===== config.mk =====
export PLATFORM = sky130hd
export DESIGN_NAME = scaled_glyph_row_renderer_top
export DESIGN_NICKNAME = d
export VERILOG_FILES = /design/src/sv/sgr_pkg.sv /design/src/sv/scaled_glyph_row_renderer_top.sv /design/src/sv/sgr_front.sv /design/src/sv/sgr_queue.sv /design/src/sv/sgr_back.sv
export SDC_FILE = /design/constraint.sdc
export NUM_CORES = 1
export LEC_CHECK = 0
export ABC_AREA = 1
export BUFFER_PORTS_ARGS = -buffer_cell sky130_fd_sc_hd__buf_4
export CAP_MARGIN = 5
export CORE_MARGIN = 2
export CORE_UTILIZATION = 50
export DETAILED_ROUTE_END_ITERATION = 10
export PLACE_DENSITY_LB_ADDON = 0.1
export RECOVER_POWER = 100
export SLEW_MARGIN = 20
export SYNTH_ARGS = -nofsm -noshare
export SYNTH_HDL_FRONTEND = slang
export SYNTH_MEMORY_MAX_BITS = 65536
export SYNTH_SLANG_ARGS = --single-unit

===== constraint.sdc =====
create_clock -name clk -period 6.3 [get_ports clk]
set_clock_uncertainty 0.05 [all_clocks]
set_input_delay 1.26 -clock clk [delete_from_list [all_inputs] [get_ports clk]]
set_output_delay 1.26 -clock clk [all_outputs]
set_load 0.05 [all_outputs]

===== src/sv/sgr_pkg.sv =====
// shared types, constants and the 5x7 font rom for the glyph row renderer
// no dependencies
package sgr_pkg;

  localparam int unsigned DefScreenWidth  = 240;
  localparam int unsigned DefScreenHeight = 320;
  localparam int unsigned QueueDepth      = 4;
  localparam int unsigned GlyphCols       = 5;
  localparam int unsigned GlyphRows       = 7;
  localparam int unsigned MaxScale        = 4;
  localparam int unsigned MaxRowPixels    = 24;

  localparam logic [1:0] REG_FG_COLOR = 2'd0;
  localparam logic [1:0] REG_BG_COLOR = 2'd1;
  localparam logic [1:0] REG_MAGNIFY  = 2'd2;

  // column 0 is element 0, each column holds glyph rows 0..6 in bits 0..6
  typedef logic [0:GlyphCols-1][GlyphRows-1:0] glyph_t;

  typedef struct packed {
    logic [GlyphCols-1:0] col_bits;
    logic [2:0]           scale;
    logic [4:0]           width;
  } job_t;

  function automatic glyph_t font_lookup(input logic [7:0] code);
    logic [7:0] folded;
    glyph_t     g;
    folded = code;
    if (code >= "a" && code <= "z") begin
      folded = code - 8'd32;
    end
    case (folded)
      "-":     g = {7'h08, 7'h08, 7'h08, 7'h08, 7'h08};
      ".":     g = {7'h00, 7'h60, 7'h60, 7'h00, 7'h00};
      ":":     g = {7'h00, 7'h36, 7'h36, 7'h00, 7'h00};
      "/":     g = {7'h40, 7'h30, 7'h08, 7'h06, 7'h01};
      "+":     g = {7'h08, 7'h08, 7'h3E, 7'h08, 7'h08};
      "%":     g = {7'h63, 7'h13, 7'h08, 7'h64, 7'h63};
      "0":     g = {7'h3E, 7'h51, 7'h49, 7'h45, 7'h3E};
      "1":     g = {7'h00, 7'h42, 7'h7F, 7'h40, 7'h00};
      "2":     g = {7'h42, 7'h61, 7'h51, 7'h49, 7'h46};
      "3":     g = {7'h21, 7'h41, 7'h45, 7'h4B, 7'h31};
      "4":     g = {7'h18, 7'h14, 7'h12, 7'h7F, 7'h10};
      "5":     g = {7'h27, 7'h45, 7'h45, 7'h45, 7'h39};
      "6":     g = {7'h3C, 7'h4A, 7'h49, 7'h49, 7'h30};
      "7":     g = {7'h01, 7'h71, 7'h09, 7'h05, 7'h03};
      "8":     g = {7'h36, 7'h49, 7'h49, 7'h49, 7'h36};
      "9":     g = {7'h06, 7'h49, 7'h49, 7'h29, 7'h1E};
      "A":     g = {7'h7E, 7'h11, 7'h11, 7'h11, 7'h7E};
      "B":     g = {7'h7F, 7'h49, 7'h49, 7'h49, 7'h36};
      "C":     g = {7'h3E, 7'h41, 7'h41, 7'h41, 7'h22};
      "D":     g = {7'h7F, 7'h41, 7'h41, 7'h22, 7'h1C};
      "E":     g = {7'h7F, 7'h49, 7'h49, 7'h49, 7'h41};
      "F":     g = {7'h7F, 7'h09, 7'h09, 7'h09, 7'h01};
      "G":     g = {7'h3E, 7'h41, 7'h49, 7'h49, 7'h7A};
      "H":     g = {7'h7F, 7'h08, 7'h08, 7'h08, 7'h7F};
      "I":     g = {7'h00, 7'h41, 7'h7F, 7'h41, 7'h00};
      "J":     g = {7'h20, 7'h40, 7'h41, 7'h3F, 7'h01};
      "K":     g = {7'h7F, 7'h08, 7'h14, 7'h22, 7'h41};
      "L":     g = {7'h7F, 7'h40, 7'h40, 7'h40, 7'h40};
      "M":     g = {7'h7F, 7'h02, 7'h0C, 7'h02, 7'h7F};
      "N":     g = {7'h7F, 7'h04, 7'h08, 7'h10, 7'h7F};
      "O":     g = {7'h3E, 7'h41, 7'h41, 7'h41, 7'h3E};
      "P":     g = {7'h7F, 7'h09, 7'h09, 7'h09, 7'h06};
      "Q":     g = {7'h3E, 7'h41, 7'h51, 7'h21, 7'h5E};
      "R":     g = {7'h7F, 7'h09, 7'h19, 7'h29, 7'h46};
      "S":     g = {7'h46, 7'h49, 7'h49, 7'h49, 7'h31};
      "T":     g = {7'h01, 7'h01, 7'h7F, 7'h01, 7'h01};
      "U":     g = {7'h3F, 7'h40, 7'h40, 7'h40, 7'h3F};
      "V":     g = {7'h1F, 7'h20, 7'h40, 7'h20, 7'h1F};
      "W":     g = {7'h3F, 7'h40, 7'h38, 7'h40, 7'h3F};
      "X":     g = {7'h63, 7'h14, 7'h08, 7'h14, 7'h63};
      "Y":     g = {7'h07, 7'h08, 7'h70, 7'h08, 7'h07};
      "Z":     g = {7'h61, 7'h51, 7'h49, 7'h45, 7'h43};
      "_":     g = {7'h40, 7'h40, 7'h40, 7'h40, 7'h40};
      default: g = '0;
    endcase
    return g;
  endfunction

endpackage


===== src/sv/scaled_glyph_row_renderer_top.sv =====
// top level of the scaled glyph row renderer: config registers, front, queue, back
// depends on sgr_pkg, sgr_front, sgr_queue, sgr_back
//
// a command (character code, cell position, wanted cell row) is taken at a clock
// edge where start is high and busy is low. the block emits that row of the
// magnified 6x8 cell as rgb565 pixels, one per cycle, each on the out_ ports
// for a single cycle with out_strobe high; out_row_end marks the last pixel.
// commands whose cell or row is off screen produce no pixels.
// an accepted command passes the front end staging register, the job queue and
// the back end job and output registers before its first pixel. a row has
// 6 x scale pixels (6 to 24), fewer when clipped at the right edge. the front
// end classifies one command a cycle while the queue has room, into a four-deep
// job queue, so busy rises only when that queue is full. the receiver cannot
// stall: every strobed pixel is taken. cfg_we writes fg colour (index 0), bg
// colour (1) or magnify (2); write only while no command is in flight.
// reset (rst_n low, synchronous) empties the queue, drops any row in progress
// and restores white on black at scale 1.
module scaled_glyph_row_renderer_top #(
  parameter int unsigned SCREEN_WIDTH  = sgr_pkg::DefScreenWidth,
  parameter int unsigned SCREEN_HEIGHT = sgr_pkg::DefScreenHeight
) (
  input  logic        clk,
  input  logic        rst_n,
  input  logic        start,
  output logic        busy,
  input  logic [7:0]  in_char_code,
  input  logic [9:0]  in_pos_x,
  input  logic [9:0]  in_pos_y,
  input  logic [4:0]  in_cell_row,
  output logic        out_strobe,
  output logic [15:0] out_pixel_color,
  output logic [4:0]  out_cell_col,
  output logic        out_row_end,
  input  logic        cfg_we,
  input  logic [1:0]  cfg_index,
  input  logic [15:0] cfg_wdata
);

  logic [15:0] fg_color_r;
  logic [15:0] bg_color_r;
  logic [7:0]  magnify_r;

  logic          q_full;
  logic          q_push;
  sgr_pkg::job_t q_entry;
  logic          q_pop;
  logic          q_valid;
  sgr_pkg::job_t q_head;

  always_ff @(posedge clk) begin
    if (!rst_n) begin
      fg_color_r <= 16'hFFFF;
      bg_color_r <= 16'h0000;
      magnify_r  <= 8'd1;
    end else if (cfg_we) begin
      unique case (cfg_index)
        sgr_pkg::REG_FG_COLOR: fg_color_r <= cfg_wdata;
        sgr_pkg::REG_BG_COLOR: bg_color_r <= cfg_wdata;
        sgr_pkg::REG_MAGNIFY:  magnify_r  <= cfg_wdata[7:0];
        default: ;
      endcase
    end
  end

  sgr_front #(
    .SCREEN_WIDTH  (SCREEN_WIDTH),
    .SCREEN_HEIGHT (SCREEN_HEIGHT)
  ) u_front (
    .clk          (clk),
    .rst_n        (rst_n),
    .start        (start),
    .busy         (busy),
    .in_char_code (in_char_code),
    .in_pos_x     (in_pos_x),
    .in_pos_y     (in_pos_y),
    .in_cell_row  (in_cell_row),
    .magnify      (magnify_r),
    .q_full       (q_full),
    .q_push       (q_push),
    .q_entry      (q_entry)
  );

  sgr_queue u_queue (
    .clk        (clk),
    .rst_n      (rst_n),
    .push       (q_push),
    .push_entry (q_entry),
    .full       (q_full),
    .pop        (q_pop),
    .head_valid (q_valid),
    .head       (q_head)
  );

  sgr_back u_back (
    .clk             (clk),
    .rst_n           (rst_n),
    .q_valid         (q_valid),
    .q_head          (q_head),
    .q_pop           (q_pop),
    .fg_color        (fg_color_r),
    .bg_color        (bg_color_r),
    .out_strobe      (out_strobe),
    .out_pixel_color (out_pixel_color),
    .out_cell_col    (out_cell_col),
    .out_row_end     (out_row_end)
  );

endmodule


===== src/sv/sgr_front.sv =====
// front end: accepts commands, clips the cell and picks the glyph row bits
// depends on sgr_pkg; feeds sgr_queue
module sgr_front #(
  parameter int unsigned SCREEN_WIDTH  = sgr_pkg::DefScreenWidth,
  parameter int unsigned SCREEN_HEIGHT = sgr_pkg::DefScreenHeight
) (
  input  logic              clk,
  input  logic              rst_n,
  input  logic              start,
  output logic              busy,
  input  logic [7:0]        in_char_code,
  input  logic [9:0]        in_pos_x,
  input  logic [9:0]        in_pos_y,
  input  logic [4:0]        in_cell_row,
  input  logic [7:0]        magnify,
  input  logic              q_full,
  output logic              q_push,
  output sgr_pkg::job_t     q_entry
);

  localparam logic [10:0] ScrW = 11'(SCREEN_WIDTH);
  localparam logic [10:0] ScrH = 11'(SCREEN_HEIGHT);

  logic       st_valid_r, st_valid_nxt;
  logic [7:0] st_code_r;
  logic [9:0] st_px_r;
  logic [9:0] st_py_r;
  logic [4:0] st_row_r;

  logic [2:0]     scale;
  logic [4:0]     cell_w;
  logic [5:0]     cell_h;
  logic [10:0]    x_end;
  logic [10:0]    y_end;
  logic [10:0]    x_room;
  logic [10:0]    y_room;
  logic [4:0]     width;
  logic [5:0]     height;
  logic [2:0]     src_row;
  logic [9:0]     row_x11;
  logic           keep;
  sgr_pkg::glyph_t glyph;
  logic [sgr_pkg::GlyphCols-1:0] col_bits;

  assign busy = st_valid_r && q_full;

  always_comb begin
    if (magnify == 8'd0) begin
      scale = 3'd1;
    end else if (magnify > 8'(sgr_pkg::MaxScale)) begin
      scale = 3'(sgr_pkg::MaxScale);
    end else begin
      scale = magnify[2:0];
    end
  end

  always_comb begin
    row_x11 = {5'd0, st_row_r} * 10'd11;
    unique case (scale)
      3'd1: begin
        cell_w  = 5'd6;
        cell_h  = 6'd8;
        src_row = st_row_r[2:0];
      end
      3'd2: begin
        cell_w  = 5'd12;
        cell_h  = 6'd16;
        src_row = st_row_r[3:1];
      end
      3'd3: begin
        cell_w  = 5'd18;
        cell_h  = 6'd24;
        src_row = row_x11[7:5];
      end
      default: begin
        cell_w  = 5'd24;
        cell_h  = 6'd32;
        src_row = st_row_r[4:2];
      end
    endcase
  end

  always_comb begin
    x_end  = {1'b0, st_px_r} + {6'd0, cell_w};
    y_end  = {1'b0, st_py_r} + {5'd0, cell_h};
    x_room = ScrW - {1'b0, st_px_r};
    y_room = ScrH - {1'b0, st_py_r};
    width  = (x_end > ScrW) ? x_room[4:0] : cell_w;
    height = (y_end > ScrH) ? y_room[5:0] : cell_h;
    keep   = ({1'b0, st_px_r} < ScrW) && ({1'b0, st_py_r} < ScrH)
             && ({1'b0, st_row_r} < height);
  end

  always_comb begin
    glyph = sgr_pkg::font_lookup(st_code_r);
    for (int c = 0; c < sgr_pkg::GlyphCols; c++) begin
      col_bits[c] = (src_row < 3'(sgr_pkg::GlyphRows)) ? glyph[c][src_row] : 1'b0;
    end
  end

  assign q_push           = st_valid_r && !q_full && keep;
  assign q_entry.col_bits = col_bits;
  assign q_entry.scale    = scale;
  assign q_entry.width    = width;

  always_comb begin
    st_valid_nxt = st_valid_r;
    if (start && !busy) begin
      st_valid_nxt = 1'b1;
    end else if (st_valid_r && !q_full) begin
      st_valid_nxt = 1'b0;
    end
  end

  always_ff @(posedge clk) begin
    if (!rst_n) begin
      st_valid_r <= 1'b0;
    end else begin
      st_valid_r <= st_valid_nxt;
    end
  end

  always_ff @(posedge clk) begin
    if (start && !busy) begin
      st_code_r <= in_char_code;
      st_px_r   <= in_pos_x;
      st_py_r   <= in_pos_y;
      st_row_r  <= in_cell_row;
    end
  end

endmodule


===== src/sv/sgr_queue.sv =====
// small job queue between the front end and the pixel back end
// depends on sgr_pkg
module sgr_queue (
  input  logic          clk,
  input  logic          rst_n,
  input  logic          push,
  input  sgr_pkg::job_t push_entry,
  output logic          full,
  input  logic          pop,
  output logic          head_valid,
  output sgr_pkg::job_t head
);

  localparam int unsigned PtrW = $clog2(sgr_pkg::QueueDepth);
  localparam int unsigned CntW = $clog2(sgr_pkg::QueueDepth + 1);

  sgr_pkg::job_t mem_r [sgr_pkg::QueueDepth];
  logic [PtrW-1:0] wr_ptr_r, wr_ptr_nxt;
  logic [PtrW-1:0] rd_ptr_r, rd_ptr_nxt;
  logic [CntW-1:0] count_r, count_nxt;
  logic            do_pop;

  assign full       = (count_r == CntW'(sgr_pkg::QueueDepth));
  assign head_valid = (count_r != '0);
  assign head       = mem_r[rd_ptr_r];
  assign do_pop     = pop && head_valid;

  always_comb begin
    wr_ptr_nxt = push ? wr_ptr_r + 1'b1 : wr_ptr_r;
    rd_ptr_nxt = do_pop ? rd_ptr_r + 1'b1 : rd_ptr_r;
    count_nxt  = count_r;
    if (push && !do_pop) begin
      count_nxt = count_r + 1'b1;
    end else if (do_pop && !push) begin
      count_nxt = count_r - 1'b1;
    end
  end

  always_ff @(posedge clk) begin
    if (!rst_n) begin
      wr_ptr_r <= '0;
      rd_ptr_r <= '0;
      count_r  <= '0;
    end else begin
      wr_ptr_r <= wr_ptr_nxt;
      rd_ptr_r <= rd_ptr_nxt;
      count_r  <= count_nxt;
    end
  end

  always_ff @(posedge clk) begin
    if (push) begin
      mem_r[wr_ptr_r] <= push_entry;
    end
  end

endmodule


===== src/sv/sgr_back.sv =====
// back end: walks the scaled row one pixel a cycle and drives the result ports
// depends on sgr_pkg; fed by sgr_queue
module sgr_back (
  input  logic          clk,
  input  logic          rst_n,
  input  logic          q_valid,
  input  sgr_pkg::job_t q_head,
  output logic          q_pop,
  input  logic [15:0]   fg_color,
  input  logic [15:0]   bg_color,
  output logic          out_strobe,
  output logic [15:0]   out_pixel_color,
  output logic [4:0]    out_cell_col,
  output logic          out_row_end
);

  logic          act_r, act_nxt;
  sgr_pkg::job_t job_r;
  logic [4:0]    col_r, col_nxt;
  logic [1:0]    sub_r, sub_nxt;
  logic [2:0]    src_col_r, src_col_nxt;
  logic          last;
  logic [7:0]    bits_ext;
  logic          pix_on;

  logic          strobe_r;
  logic [15:0]   color_r;
  logic [4:0]    ocol_r;
  logic          oend_r;

  assign last     = (col_r == job_r.width - 5'd1);
  assign q_pop    = q_valid && (!act_r || last);
  assign bits_ext = {3'd0, job_r.col_bits};
  assign pix_on   = bits_ext[src_col_r];

  always_comb begin
    act_nxt     = act_r;
    col_nxt     = col_r;
    sub_nxt     = sub_r;
    src_col_nxt = src_col_r;
    if (q_pop) begin
      act_nxt     = 1'b1;
      col_nxt     = '0;
      sub_nxt     = '0;
      src_col_nxt = '0;
    end else if (act_r && last) begin
      act_nxt = 1'b0;
    end else if (act_r) begin
      col_nxt = col_r + 5'd1;
      if ({1'b0, sub_r} == job_r.scale - 3'd1) begin
        sub_nxt     = '0;
        src_col_nxt = src_col_r + 3'd1;
      end else begin
        sub_nxt = sub_r + 2'd1;
      end
    end
  end

  always_ff @(posedge clk) begin
    if (!rst_n) begin
      act_r    <= 1'b0;
      strobe_r <= 1'b0;
    end else begin
      act_r    <= act_nxt;
      strobe_r <= act_r;
    end
  end

  always_ff @(posedge clk) begin
    col_r     <= col_nxt;
    sub_r     <= sub_nxt;
    src_col_r <= src_col_nxt;
    if (q_pop) begin
      job_r <= q_head;
    end
    color_r <= pix_on ? fg_color : bg_color;
    ocol_r  <= col_r;
    oend_r  <= last;
  end

  assign out_strobe      = strobe_r;
  assign out_pixel_color = color_r;
  assign out_cell_col    = ocol_r;
  assign out_row_end     = oend_r;

`ifndef SYNTH
  a_row_continues: assert property (@(posedge clk) disable iff (!rst_n)
    strobe_r && !oend_r |=> strobe_r)
    else $error("row broken before its last pixel");

  a_col_steps: assert property (@(posedge clk) disable iff (!rst_n)
    strobe_r && !oend_r |=> ocol_r == $past(ocol_r) + 5'd1)
    else $error("cell column did not advance by one");

  a_col_range: assert property (@(posedge clk) disable iff (!rst_n)
    strobe_r |-> ocol_r < 5'(sgr_pkg::MaxRowPixels))
    else $error("cell column beyond widest row");

  a_no_pop_mid_row: assert property (@(posedge clk) disable iff (!rst_n)
    act_r && !last |-> !q_pop)
    else $error("job taken while a row is still running");
`endif

endmodule


==> flow_metrics.py <==
metrics = {
    "grt": {
        "grt_remaining_overflow": 0,
        "grt_max_degree": 44,
        "grt_pass1_wl_mm": 40.9,
        "antenna_found_initial": 0,
        "first_global_vias": 8320,
        "track_usage": 0.231,
    },
    "sta": {
        "fin_crit_ns": 5.34,
        "relSlewSlack": -0.965,
        "rsz0062_at_grt": "no",
        "min_period_over_period": 0.847,
        "finalMaxSlewViolations": 96,
        "setup_viol": 0,
        "hold_viol": 0,
        "setup-tns-final_ns": 0,
        "tightest_slew_ns": 2.92,
        "timing.fmax_ghz": 0.187,
    },
    "power_and_ir_drop": {
        "powerDensity_mw_per_mm2": 353,
        "peakVddDrop_mv": 0.184,
        "p_leak_nw": 5.19,
    },
    "synth": {
        "synth_edf_count": 98,
        "netlist_instances": 1358,
        "synth.area.top_cells": "edfxtp_1 (28%), dfxtp_1 (16%), nand2_1 (13%)",
        "synth_top_cell_by_area": "edfxtp_1",
        "yosys.area_share.adder": 0.0630,
        "ys_seq_area_frac": 0.441,
        "synth.distinct_cells": 41,
        "async_flop_share": 0,
        "synth_compound_area_frac": 0.124,
        "synth_flop_cell": "edfxtp_1",
        "ys_ff_latch": 180,
        "synth_top_area_frac": 0.283,
        "yosysWarnings": 0,
        "synth_area_mm2": 0.0104,
        "synthSimpleGateAreaFrac": 0.269,
        "syn_avg_cell_area_um2": 7.66,
        "synthMuxAreaShare": 0,
        "synth_top_family_by_area": "simple AND/OR/NAND/NOR gates",
        "syn-num-nets": 1463,
        "synth_xor_xnor_area_share": 0.0194,
    },
    "route": {
        "drt_first_pass_iters": 5,
        "via_per_inst": 5.35,
        "drt_iter0_drc": 832,
        "detail-route-antenna-nets": 0,
        "drt-total-wl_mm": 24.8,
        "vias": 9056,
        "drc": 0,
        "wl_per_cell_um": 14.6,
    },
    "clock_tree": {
        "insertion_delay_ns": 0.43,
        "cts_tree": "done",
        "clock_sinks": 180,
        "clock_tree.buffer_depth": 2,
        "postCtsSetupRepairBufs": 0,
        "hold_buffers": 0,
        "root_buffer": "clkbuf_16",
        "cts_max_level": 4,
        "cts_buffers": 17,
        "clkTransAtPathRegs_ns": 0.08,
        "cts-resized-gates": 0,
    },
    "layout": {
        "nFillCells": 1956,
        "final_area_mm2": 0.0116,
        "drive_above_1_share": 0.0892,
        "seqCellArea_mm2": 0.00458,
        "area_delta_synth_final_pct": 11.3,
        "multiInputGateArea_mm2": 0.00495,
        "num_antenna_cells": 0,
        "final_nets": 1516,
    },
    "worst_setup_path": {
        "startpoint_type": "register",
        "arrival_ns": 5.64,
        "crit_top_cell": "nand2_1",
        "endpoint_kind": "register",
        "worstPathRequired_ns": 6.61,
        "cp_max_fo": 13,
        "cp_slowest_stage_delay_ns": 0.38,
        "crit_slowest_cell": "fa_1",
        "crit_type": "reg2reg",
    },
    "hold_path": {
        "hold_class": "reg2reg",
    },
    "job": {
        "max-cap-violations": 3,
    },
    "place": {
        "port_buffers": 78,
        "placed_area_mm2": 0.0111,
        "dp_hpwl_mm": 17.5,
        "place.gp.congestion": 0.956,
    },
    "die": {
        "die_h_um": 148,
        "fp.coreArea_mm2": 0.0203,
        "dieArea_mm2": 0.0220,
        "rows": 52,
        "start_util": 0.513,
        "ios": 79,
        "fp.dieW_um": 148,
    },
    "run_status": {
        "violations": "max-capacitance violations, max-slew violations",
        "status": "finished, violations left",
    },
}
## cells by family (layout without fill, tap and decap cells)
logic type      after synthesis  after routing
xor+xnor                     23             23
fa+ha+maj                    50             50
flops                       180            180
compound gates              245            245
buf+inv                     204            270
simple gates                656            656
## state kept, by name, summed over array words and instances (netlist names), 3 cells and up
name / flops
u_back.out_cell_col: 5
fg_color_r: 16
u_back.col_r: 5
u_front.st_px_r: 10
u_back.out_pixel_color: 16
u_front.st_code_r: 8
u_back.src_col_r: 3
u_queue.mem_r: 52
bg_color_r: 16
u_front.st_py_r: 10
u_back.job_r: 8
u_queue.count_r: 3
magnify_r: 8
u_front.st_row_r: 5
u_back.bits_ext: 5
## where the power goes
| part | internal (W) | switching (W) |
|---|---|---|
| Clock | 0.000539 | 0.000519 |
| Sequential | 0.00148 | 0.000118 |
| Combinational | 0.000422 | 0.00101 |
| Total | 0.00244 | 0.00165 |
## final timing paths
kind | startpoint | to | slack, ns | depth (start not counted)
min reg2reg | u_back.col_r[3]$_SDFFE_PP0P_ | u_back.out_cell_col[3]$_DFF_P_ | 0.35 | 0
min | u_back.col_r[3]$_SDFFE_PP0P_ | u_back.out_cell_col[3]$_DFF_P_ | 0.35 | 0
max reg2reg | magnify_r[4]$_SDFFE_PN0P_ | u_queue.count_r[2]$_SDFFE_PN0P_ | 0.96 | 36
max | magnify_r[4]$_SDFFE_PN0P_ | u_queue.count_r[2]$_SDFFE_PN0P_ | 0.96 | 36
## cells in the mapped netlist, types with 3 or more instances
library cell,n
edfxtp_1,98
nand4_1,18
inv_2,7
nand3_1,127
buf_4,4
buf_6,11
o21ai_2,3
nand3b_1,3
ha_1,46
o21ai_1,18
buf_2,5
o21ai_0,134
nor2_2,14
inv_1,144
dfxtp_1,82
nand2_1,369
nand2_2,9
nor3_1,11
xor2_1,12
or2_2,3
o211ai_1,4
xnor2_1,11
fa_1,4
buf_1,5
a21oi_1,60
nor2_1,96
o22ai_1,16
clkbuf_1,26
## critical path, delay by kind of cell, from the launching register on
| kind | cells | cell delay, ns |
|---|---|---|
| AND/OR/NAND/NOR | 19 | 2.14 |
| adder cells (fa/ha/maj) | 5 | 1.38 |
| buffers and inverters | 7 | 0.71 |
| AO/OA/AOI/OAI | 5 | 0.65 |
| flip-flops | 1 | 0.32 |
## area by class of cell
type,instances,share of cell area
Clock buffer,17,0.0367
Clock inverter,15,0.0153
Inverter,153,0.0496
Multi-Input combinational cell,974,0.427
Sequential cell,180,0.396
Tap cell,270,0.0292
Timing Repair Buffer,85,0.0460
## layer usage
metal | vias up | wire length, µm | part of all wire | GRT usage
met5 | - | 0 | 0 | 0
met4 | 0 | 606 | 0.024 | 0.0819
met3 | 56 | 1780 | 0.072 | 0.0429
met2 | 326 | 10700 | 0.43 | 0.347
met1 | 4065 | 11700 | 0.47 | 0.335
li1 | 4609 | - | - | -
## cells in the final DEF (no fill, tap or decap), drive strengths merged, types with 23 or more instances in the layout
master  netlist  layout
a21oi        60      60
buf          25      23
clkbuf       26      79
dfxtp        82      82
edfxtp       98      98
ha           46      46
inv         151     159
nand2       379     379
nand3       129     129
nor2        110     110
o21ai       155     155
## stage by stage
stage	hold slack, ns	total power [W]	instances	setup slack, ns	utilization
after global routing	0.352	0.00436	1694	0.307	0.570
after global placement	0.327	0.00309	1662	1.29	0.547
after floorplan	0.311	0.00272	1358	1.83	-
final	0.348	0.00409	1694	0.965	0.570
after detailed placement	0.329	0.00311	1662	1.07	0.547
after CTS	0.348	0.00416	1694	1.02	0.576
No activity file was read; power rests on OpenSTA's default activity.
